### config.mk
export PLATFORM = sky130hd
export DESIGN_NAME = cmvp_emit
export DESIGN_NICKNAME = d
export VERILOG_FILES = /design/src/rtl/core/cmvp_pkg.sv /design/src/rtl/core/cmvp_emit.sv
export SDC_FILE = /design/constraint.sdc
export NUM_CORES = 1
export LEC_CHECK = 0
export BUFFER_PORTS_ARGS = -buffer_cell sky130_fd_sc_hd__buf_2
export CAP_MARGIN = 20
export CORE_AREA = 2 2 125 127
export DETAILED_ROUTE_END_ITERATION = 10
export DIE_AREA = 0 0 127 129
export HOLD_SLACK_MARGIN = 0.08
export PLACE_DENSITY_LB_ADDON = 0.08
export SLEW_MARGIN = 20
export SYNTH_ARGS = -nofsm -noshare
export SYNTH_HDL_FRONTEND = slang
export SYNTH_SLANG_ARGS = --single-unit
### constraint.sdc
create_clock -name clk -period 5.5 [get_ports clk]
set_input_delay 1.1 -clock clk [delete_from_list [all_inputs] [get_ports clk]]
set_output_delay 1.1 -clock clk [all_outputs]
set_load 0.01 [all_outputs]
### src/rtl/core/cmvp_pkg.sv
// Shared types, constants and helpers for the CSR matrix multi-vector product block.
`default_nettype none

package cmvp_pkg;

  localparam int MAX_ENTITIES = 4096;
  localparam int MAX_DIM      = 3;
  localparam int ENT_W        = $clog2(MAX_ENTITIES);
  localparam int DIM_W        = 2;
  localparam int COMP_W       = 32;
  localparam int ACC_W        = 64;
  localparam int FRAC_W       = 16;

  typedef enum logic [1:0] {
    ACT_LOAD      = 2'd0,
    ACT_NONZERO   = 2'd1,
    ACT_EMPTY_ROW = 2'd2,
    ACT_START     = 2'd3
  } action_t;

  typedef logic [COMP_W-1:0]            comp_t;
  typedef comp_t [MAX_DIM-1:0]          comp_vec_t;
  typedef logic [ACC_W-1:0]             acc_t;
  typedef acc_t [MAX_DIM-1:0]           acc_vec_t;

  typedef struct packed {
    action_t              action;
    logic [ENT_W-1:0]     entity_index;
    logic signed [31:0]   load_comp0;
    logic signed [31:0]   load_comp1;
    logic signed [31:0]   load_comp2;
    logic [ENT_W-1:0]     column_index;
    logic signed [31:0]   matrix_value;
    logic                 row_end;
  } item_t;

  typedef struct packed {
    logic [ENT_W-1:0]     row_number;
    logic signed [31:0]   out_comp0;
    logic signed [31:0]   out_comp1;
    logic signed [31:0]   out_comp2;
    logic                 saturated;
  } result_t;

  // Per-stage control travelling down the pipe.
  typedef struct packed {
    logic    valid;
    action_t action;
    logic    row_end;
  } stage_ctrl_t;

  // A closed row waiting for output conversion.
  typedef struct packed {
    logic             valid;
    logic [ENT_W-1:0] row_number;
    acc_vec_t         acc;
    logic             saturated;
  } emit_t;

  // Components in use: dimension zero counts as one.
  function automatic logic [MAX_DIM-1:0] dim_mask(input logic [DIM_W-1:0] dim);
    logic [MAX_DIM-1:0] m;
    unique case (dim) inside
      2'd0, 2'd1: m = 3'b001;
      2'd2:       m = 3'b011;
      default:    m = 3'b111;
    endcase
    return m;
  endfunction

endpackage

`default_nettype wire

### src/rtl/core/cmvp_emit.sv
// Q32.32 to Q16.16 conversion with saturation and the result register.
`default_nettype none

module cmvp_emit
  import cmvp_pkg::*;
(
  input  wire logic             clk,
  input  wire logic             rst,
  input  wire logic             en,
  input  wire logic [DIM_W-1:0] dim,
  input  wire emit_t            emit,
  output logic                  result_valid,
  input  wire logic             result_ready,
  output result_t               result
);

  logic [MAX_DIM-1:0] mask;
  comp_vec_t          q;
  logic [MAX_DIM-1:0] q_sat;
  result_t            result_next;

  assign mask = dim_mask(dim);

  always_comb begin
    for (int d = 0; d < MAX_DIM; d++) begin
      q[d]     = '0;
      q_sat[d] = 1'b0;
      if (mask[d]) begin
        // Floor shift fits 32 bits only if the top bits are pure sign.
        if (emit.acc[d][ACC_W-1:COMP_W+FRAC_W-1] ==
            {(ACC_W-COMP_W-FRAC_W+1){emit.acc[d][ACC_W-1]}}) begin
          q[d] = emit.acc[d][COMP_W+FRAC_W-1:FRAC_W];
        end else begin
          q_sat[d] = 1'b1;
          q[d]     = emit.acc[d][ACC_W-1] ? {1'b1, {(COMP_W-1){1'b0}}}
                                          : {1'b0, {(COMP_W-1){1'b1}}};
        end
      end
    end
    result_next.row_number = emit.row_number;
    result_next.out_comp0  = q[0];
    result_next.out_comp1  = q[1];
    result_next.out_comp2  = q[2];
    result_next.saturated  = emit.saturated | (|q_sat);
  end

  always_ff @(posedge clk) begin
    if (rst) begin
      result_valid <= 1'b0;
    end else if (en && emit.valid) begin
      result_valid <= 1'b1;
    end else if (result_ready) begin
      result_valid <= 1'b0;
    end
  end

  always_ff @(posedge clk) begin
    if (en && emit.valid) begin
      result <= result_next;
    end
  end

endmodule

`default_nettype wire

==> impl_metrics.json, run 1 <==
{
  "cts_hold_buf": 0,
  "drc": 0,
  "synth_compound_area_frac": 0.117,
  "area_growth_pct": 38.5,
  "fin_nets": 857,
  "seq_area_frac_synth": 0.709,
  "ant_nets": 0,
  "core-area_sq_um": 15000,
  "io_pins": 322,
  "wl_per_cell_microns": 15.4,
  "drtIter0Drc": 194,
  "critPathCaptureType": "flop",
  "synth_ff_type": "edfxtp_1",
  "yosysTopAreaCell": "edfxtp_1",
  "ctsResizeCount": 0,
  "synthArstFlopShare": 0,
  "cts_setup_buffers": 0,
  "worst-endpoint-arrival_ns": 3.35,
  "hold_class": "flop to flop",
  "cts_buffers": 9,
  "fp.dieH_microns": 129,
  "dp.cells": 822,
  "grt_max_degree": 79,
  "routed_wl_microns": 12900,
  "synth_top_family_by_area": "compound AO/OA/AOI/OAI gates",
  "yosysMostFrequentCell": "edfxtp_1",
  "cap_violations": 0,
  "tightest_slew_ns": 1.04,
  "start_kind": "input port",
  "slew_violations": 0,
  "synthSimpleGateAreaFrac": 0.112,
  "rows": 45,
  "viasPerCell": 4.59,
  "peakVddDrop_uv": 153,
  "maxSlewHeadroom": 0.307,
  "syn_inst": 381,
  "drive_gt1_frac": 0.474,
  "cp_max_fo": 33,
  "cts_max_level": 3,
  "hpwl_microns": 9260,
  "clk_latency_ns": 0.34,
  "totalNegativeSetupSlack_ns": 0,
  "hold_viol": 0,
  "cts.reportedPaths.clkPinSlew_ns": 0.07,
  "first_pass_iters": 4,
  "grt_usage": 0.153,
  "cts.sinks": 110,
  "synth-adder-area-share": 0,
  "synth_mux_area_frac": 0,
  "setup_viol_count_final": 0,
  "grt_overflow": 0,
  "clockRootBuffer": "clkbuf_16",
  "cts_tree": "built",
  "synth_commonest_cells": "edfxtp_1, nand2_1, a21oi_1, inv_1, o21ai_1",
  "finalClockSkew_ns": 0,
  "synth_top_area_share": 0.705,
  "routabilityCongestion": 0.808,
  "clockBufferDepth": 2,
  "nFillCells": 1478,
  "powerDensity_nw_per_um2": 288,
  "synthTopCellsByArea": "edfxtp_1, a21oi_1, nand2_1",
  "post-route-period-util": 0.601,
  "netlist_area_sq_um": 4640,
  "fmax_mhz": 303,
  "cpMaxStageDelayCell": "nand2b_1",
  "synth_nets": 593,
  "die_w_microns": 127,
  "synth_edf_count": 109,
  "vias": 3846,
  "status": "finished, final reports clean",
  "worstPathCellList": "buf_2 -> or4_1 -> nor4_1 -> o22ai_2 -> buf_4 -> nand2b_1 -> o21ai_0",
  "grt_pass1_wl_microns": 19000,
  "synth_xor_area_frac": 0,
  "antenna-diode-count": 0,
  "syn_area_per_cell_sq_um": 12.2,
  "antenna_found_initial": 1,
  "required_ns": 5.55,
  "synthDistinctLibCells": 26,
  "die_area_sq_um": 16400,
  "grt_pass1_vias": 3750,
  "synth_warnings": 0,
  "instances_no_fill": 838,
  "start_util": 0.310,
  "ys_seq_elements": 110,
  "p_leak_nw": 2.61,
  "crit_path_max_incr_delay_ns": 0.73,
  "io_buffers": 273,
  "rsz0062_at_grt": "no",
  "fin_crit_ns": 3.30,
  "crit_type": "input port to flop"
}
-- placed cells by master (no fill, tap or decap), types with 7 or more instances in the layout --
master	n
buf_4	7
nand2_1	69
a21oi_1	53
edfxtp_1	109
a21oi_2	10
inv_1	33
o21ai_1	30
clkbuf_16	9
buf_2	273
-- kinds of logic after synthesis --
| kind of cell | Yosys count |
|---|---|
| AND/OR/NAND/NOR | 113 |
| flip-flops | 110 |
| AO/OA/AOI/OAI | 98 |
| buffers and inverters | 60 |
-- registers in the layout (all words and copies together), names as in the netlist --
| signal | cells |
|---|---|
| result | 109 |
| result_valid | 1 |
-- worst max-delay path, delay by kind of cell --
family	cells	cell delay [ns]
AOI/OAI and AO/OA	2	0.31
buffers and inverters	2	0.35
and+or+nand+nor	3	1.59
-- stage by stage --
| stage | utilization | total power [mW] | instance area, sq um | worst slack, ns | hold slack, ns |
|---|---|---|---|---|---|
| floorplan | - | 1.10 | 4640 | 1.39 | 0.525 |
| global placement | 0.410 | 1.23 | 6140 | 1.80 | 0.466 |
| detailed placement | 0.410 | 1.23 | 6140 | 1.74 | 0.482 |
| CTS | 0.430 | 1.88 | 6430 | 2.17 | 0.499 |
| global route | 0.430 | 1.92 | 6430 | 1.93 | 0.549 |
| finish | 0.430 | 1.85 | 6430 | 2.20 | 0.492 |
-- power breakdown --
part | total, mW | switching (mW) | internal (mW)
Combinational | 0.212 | 0.119 | 0.0927
Clock | 0.645 | 0.294 | 0.350
Sequential | 0.994 | 0.0125 | 0.982
Total | 1.85 | 0.426 | 1.42
-- final cells by class --
| type | count | area (sq um) | area share |
|---|---|---|---|
| clock buffers | 9 | 225 | 0.0350 |
| well taps | 188 | 235 | 0.0366 |
| multi-input cells | 211 | 1070 | 0.167 |
| clock inverters | 7 | 63.8 | 0.00992 |
| flip-flops and latches | 110 | 3290 | 0.512 |
| inverters | 33 | 124 | 0.0193 |
| repair buffers | 280 | 1420 | 0.221 |
-- routing by layer --
metal | global-route usage | share of wire | up-vias | wire, microns
met5 | 0 | 0.00085 | - | 11
li1 | - | - | 1904 | -
met3 | 0.0649 | 0.11 | 29 | 1410
met1 | 0.169 | 0.39 | 1725 | 5050
met4 | 0.0795 | 0.032 | 2 | 415
met2 | 0.253 | 0.47 | 186 | 6010
-- path summary, 6_finish.rpt --
path	start	slack (ns)	endpoint	depth (start not counted)
worst max-delay path	emit[58]	2.20	result[88]	7
worst min-delay path	result_valid	0.49	result_valid	2
worst max register to register	result_valid	4.92	result_valid	2
worst min register to register	result_valid	0.49	result_valid	2
(Power assumes the default switching activity.)
==> run 2: changes to the inputs <==
--- a/config.mk
+++ b/config.mk
@@ -7,9 +7,9 @@
 export LEC_CHECK = 0
 export BUFFER_PORTS_ARGS = -buffer_cell sky130_fd_sc_hd__buf_2
 export CAP_MARGIN = 20
-export CORE_AREA = 2 2 125 127
+export CORE_AREA = 2 2 123 125
 export DETAILED_ROUTE_END_ITERATION = 10
-export DIE_AREA = 0 0 127 129
+export DIE_AREA = 0 0 125 127
 export HOLD_SLACK_MARGIN = 0.08
 export PLACE_DENSITY_LB_ADDON = 0.08
 export SLEW_MARGIN = 20
==> constraint.sdc (replaced) <==
create_clock -name clk -period 3.4 [get_ports clk]
set_input_delay 0.68 -clock clk [delete_from_list [all_inputs] [get_ports clk]]
set_output_delay 0.68 -clock clk [all_outputs]
set_load 0.01 [all_outputs]
==> impl_metrics.json, run 2 (synthesis gave the netlist of run 1 again) <==
{
  "setup_viol_count_final": 0,
  "routabilityCongestion": 0.825,
  "totalNegativeSetupSlack_ns": 0,
  "fp.dieH_microns": 127,
  "cts_setup_buffers": 0,
  "regToRegSetupSlack_ns": 2.82,
  "worstPathCellList": "buf_2 -> or4_1 -> nor4_1 -> o22ai_2 -> nand2b_1 -> buf_12 -> o21ai_0",
  "cts.sinks": 110,
  "viasPerCell": 4.61,
  "crit_type": "input port to flop",
  "area_growth_pct": 39.9,
  "hold_viol": 0,
  "hp-start": "rst",
  "routed_wl_microns": 13100,
  "r2r-end": "result_valid",
  "fin_nets": 860,
  "die_area_sq_um": 15900,
  "die_w_microns": 125,
  "io_buffers": 273,
  "cp_max_fo": 21,
  "required_ns": 3.49,
  "clockRootBuffer": "clkbuf_16",
  "crit_path_max_incr_delay_ns": 0.53,
  "rsz0062_at_grt": "no",
  "tightest_slew_ns": 0.768,
  "maxSlewHeadroom": 0.487,
  "finalClockSkew_ns": 0,
  "drtIter0Drc": 160,
  "crit_family": "simple AND/OR/NAND/NOR gates",
  "antenna_found_initial": 0,
  "critPathCaptureType": "flop",
  "hold_depth": 2,
  "grt_max_degree": 68,
  "grt_overflow": 0,
  "drive_gt1_frac": 0.479,
  "cap_violations": 0,
  "hold_class": "input port to flop",
  "wl_per_cell_microns": 15.7,
  "status": "finished, final reports clean",
  "clockBufferDepth": 2,
  "io_pins": 322,
  "grt_pass1_wl_microns": 20200,
  "grt_pass1_vias": 3923,
  "core-area_sq_um": 14400,
  "hpwl_microns": 9600,
  "min_to": "result_valid",
  "reg2reg_depth": 2,
  "cts_hold_buf": 0,
  "ctsResizeCount": 0,
  "cts.reportedPaths.clkPinSlew_ns": 0.07,
  "drc": 0,
  "antenna-diode-count": 0,
  "post-route-period-util": 0.678,
  "start_kind": "input port",
  "worst-endpoint-arrival_ns": 2.40,
  "vias": 3861,
  "powerDensity_nw_per_um2": 467,
  "cts_buffers": 9,
  "largest_reg_flops": 109,
  "cpMaxStageDelayCell": "or4_1",
  "p_leak_nw": 2.64,
  "peakVddDrop_uv": 233,
  "cts_tree": "built",
  "rows": 44,
  "critical_path_buf_inv_count": 2,
  "fin_crit_ns": 2.31,
  "grt_usage": 0.164,
  "regMostFlops": "result",
  "ant_nets": 0,
  "fmax_mhz": 434,
  "final_common_cell": "buf_2",
  "hold_ws_ns": 0.478,
  "clk_latency_ns": 0.35,
  "slew_violations": 0,
  "r2r-start": "result_valid",
  "start_util": 0.322,
  "cts_max_level": 3,
  "first_pass_iters": 4,
  "utilization": 0.450,
  "mostFrequentLayoutCells": "buf_2, edfxtp_1, nand2_1",
  "reg.largest.list": "result x109, result_valid x1"
}
## run 2: cell count changes in the layout (fill, tap and decap cells not counted), sizes merged
cell and change:
clkinv -1, clkinvlp +1, buf +3
## run 2: final cells by class
type,instances,area [sq um]
repair buffers,283,1480
clock inverters,7,72.6
inverters,33,124
well taps,184,230
multi-input cells,211,1070
flip-flops and latches,110,3290
fillers,1450,7930
clock buffers,9,225
## run 2: worst max-delay path by stage
stage	from	cells after the start	slack, ns	to
finish	emit[52]	7	1.09	result[88]
floorplan	en	1	0.91	result[0]
global route	emit[52]	7	0.93	result[75]
global placement	emit[178]	7	0.73	result[16]
CTS	emit[52]	7	1.10	result[75]
detailed placement	emit[52]	7	0.71	result[88]
## run 2: report_power, final
part	switching, mW	internal [mW]
clock	0.499	0.573
combinational	0.196	0.156
sequential	0.0207	1.59
total	0.716	2.32
## run 2: routing by layer
metal  vias to the layer above  track usage  wire, microns
li1                       1899            -              -
met1                      1773        0.183           5140
met2                       172        0.281           6500
met3                        17       0.0624           1250
met4                         0       0.0680            259
met5                         -            0              0
## run 2: worst register-to-register path: cells and delay by family (launching register included)
family | cells | cell delay [ns]
flip-flops | 1 | 0.31
AO/OA/AOI/OAI | 1 | 0.12
AND/OR/NAND/NOR | 1 | 0.05
## run 2: metrics by stage
stage               cell area (sq um)  setup slack [ns]  power [mW]  instances
finish                           6500              1.09        3.03        837
global route                     6500             0.934        3.15        837
CTS                              6500              1.10        3.08        837
detailed placement               6200             0.706        2.00        821
global placement                 6200             0.731        1.99        821
floorplan                        4650             0.912        1.78        381
==> run 3: changes to the inputs <==
==> constraint.sdc (replaced) <==
create_clock -name clk -period 2.2 [get_ports clk]
set_input_delay 0.44 -clock clk [delete_from_list [all_inputs] [get_ports clk]]
set_output_delay 0.44 -clock clk [all_outputs]
set_load 0.01 [all_outputs]
==> impl_metrics.json, run 3 (synthesis gave the netlist of run 1 again) <==
{
  "utilization": 0.463,
  "cts_hold_buf": 0,
  "critical_path_buf_inv_count": 2,
  "ctsResizeCount": 0,
  "clockBufferDepth": 2,
  "required_ns": 2.28,
  "cp_max_fo": 31,
  "maxSlewHeadroom": 0.695,
  "antenna_found_initial": 0,
  "io_pins": 322,
  "fp.dieH_microns": 127,
  "routabilityCongestion": 0.821,
  "stdcell_area_sq_um": 6670,
  "powerDensity_nw_per_um2": 750,
  "r2r-start": "result_valid",
  "p_leak_nw": 2.72,
  "regMostFlops": "result",
  "cap_violations": 0,
  "die_w_microns": 125,
  "area_growth_pct": 43.7,
  "r2r-end": "result_valid",
  "rsz0062_at_grt": "no",
  "grt_pass1_vias": 3995,
  "vias": 3956,
  "fmax_mhz": 511,
  "drtIter0Drc": 195,
  "antenna-diode-count": 0,
  "setup_viol_count_final": 0,
  "cp_num_cells": 7,
  "post_dp_cell_area_sq_um": 6310,
  "p_seq_frac": 0.496,
  "status": "finished, final reports clean",
  "peakVddDrop_uv": 397,
  "die_area_sq_um": 15900,
  "rows": 44,
  "p_sw_mw": 1.07,
  "hpwl_microns": 9600,
  "p_clk_frac": 0.393,
  "final_common_cell": "buf_2",
  "largest_reg_flops": 109,
  "grt_max_degree": 78,
  "drive_gt1_frac": 0.484,
  "reg.largest.list": "result x109, result_valid x1",
  "io_buffers": 273,
  "crit_type": "input port to flop",
  "fin_crit_ns": 1.96,
  "start_kind": "input port",
  "grt_overflow": 0,
  "grt_pass1_wl_microns": 19800,
  "clk_latency_ns": 0.34,
  "mostFrequentLayoutCells": "buf_2, edfxtp_1, nand2_1",
  "cp-startpoint": "emit[114]",
  "tightest_slew_ns": 0.458,
  "finalClockSkew_ns": 0,
  "cts_buffers": 9,
  "regToRegSetupSlack_ns": 1.62,
  "cts_tree": "built",
  "routed_wl_microns": 13000,
  "wl_per_cell_microns": 15.4,
  "instances_no_fill": 845,
  "first_pass_iters": 6,
  "fin_nets": 868,
  "cts.reportedPaths.clkPinSlew_ns": 0.07,
  "hold_class": "input port to flop",
  "grt_usage": 0.160,
  "dp_slack_ns": -0.0981,
  "p_sw_frac": 0.215,
  "post-route-period-util": 0.890,
  "critPathCaptureType": "flop",
  "viasPerCell": 4.68,
  "slew_violations": 0,
  "hold_viol": 0,
  "reg2reg_depth": 2,
  "core-area_sq_um": 14400,
  "drc": 0,
  "start_util": 0.322,
  "worstPathCellList": "buf_2 -> or4_1 -> nor4_1 -> o22a_2 -> or2_1 -> buf_12 -> a21oi_1",
  "worst-endpoint-arrival_ns": 2.04,
  "cts_max_level": 3,
  "crit_family": "simple AND/OR/NAND/NOR gates",
  "crit_path_max_incr_delay_ns": 0.51,
  "critPathCapture": "result[61]",
  "combPwrFrac": 0.110,
  "ant_nets": 0,
  "dp.cells": 829,
  "clockRootBuffer": "clkbuf_16",
  "hold_ws_ns": 0.240,
  "cpMaxStageDelayCell": "or4_1",
  "cts.sinks": 110,
  "cts_setup_buffers": 0,
  "intPower_mw": 3.93,
  "fin_ws_ns": 0.242
}
-- run 3: metrics by stage --
stage	TNS, ns	total power, mW
after floorplan	0	2.75
after global placement	-2.83	3.08
after detailed placement	-4.44	3.09
after CTS	0	5.07
after global routing	0	5.20
final	0	5.00
-- run 3: area by class of cell --
type | count | area, sq um
Sequential cell | 110 | 3290
Clock inverter | 6 | 134
Clock buffer | 10 | 229
Inverter | 33 | 124
Multi-Input combinational cell | 211 | 1070
Timing Repair Buffer | 291 | 1590
Tap cell | 184 | 230
Fill cell | 1404 | 7750
-- run 3: worst min path at each step --
stage	start	to	depth (start not counted)
finish	rst	result_valid	2
global route	rst	result_valid	2
CTS	rst	result_valid	2
detailed placement	result_valid	result_valid	2
global placement	result_valid	result_valid	2
floorplan	rst	result_valid	1
-- run 3: per-layer routing --
layer | up-vias | wire length (microns) | GRT usage
li1 | 1922 | - | -
met1 | 1818 | 5010 | 0.172
met2 | 194 | 6300 | 0.277
met3 | 22 | 1340 | 0.0628
met4 | 0 | 376 | 0.0784
met5 | - | 0 | 0
-- run 3: worst register-to-register path, cell delays in order (launching register included) --
cell and delay (ns):
dfxtp_1 0.31, a21oi_1 0.12, nor2_1 0.05
-- run 3: power by group through the flow --
| stage | sequential [mW] | clock, mW | combinational (mW) |
|---|---|---|---|
| floorplan | 2.61 | 0 | 0.143 |
| global placement | 2.53 | 0 | 0.556 |
| detailed placement | 2.53 | 0 | 0.562 |
| CTS | 2.49 | 2.02 | 0.562 |
| global route | 2.50 | 2.09 | 0.607 |
| finish | 2.48 | 1.97 | 0.552 |
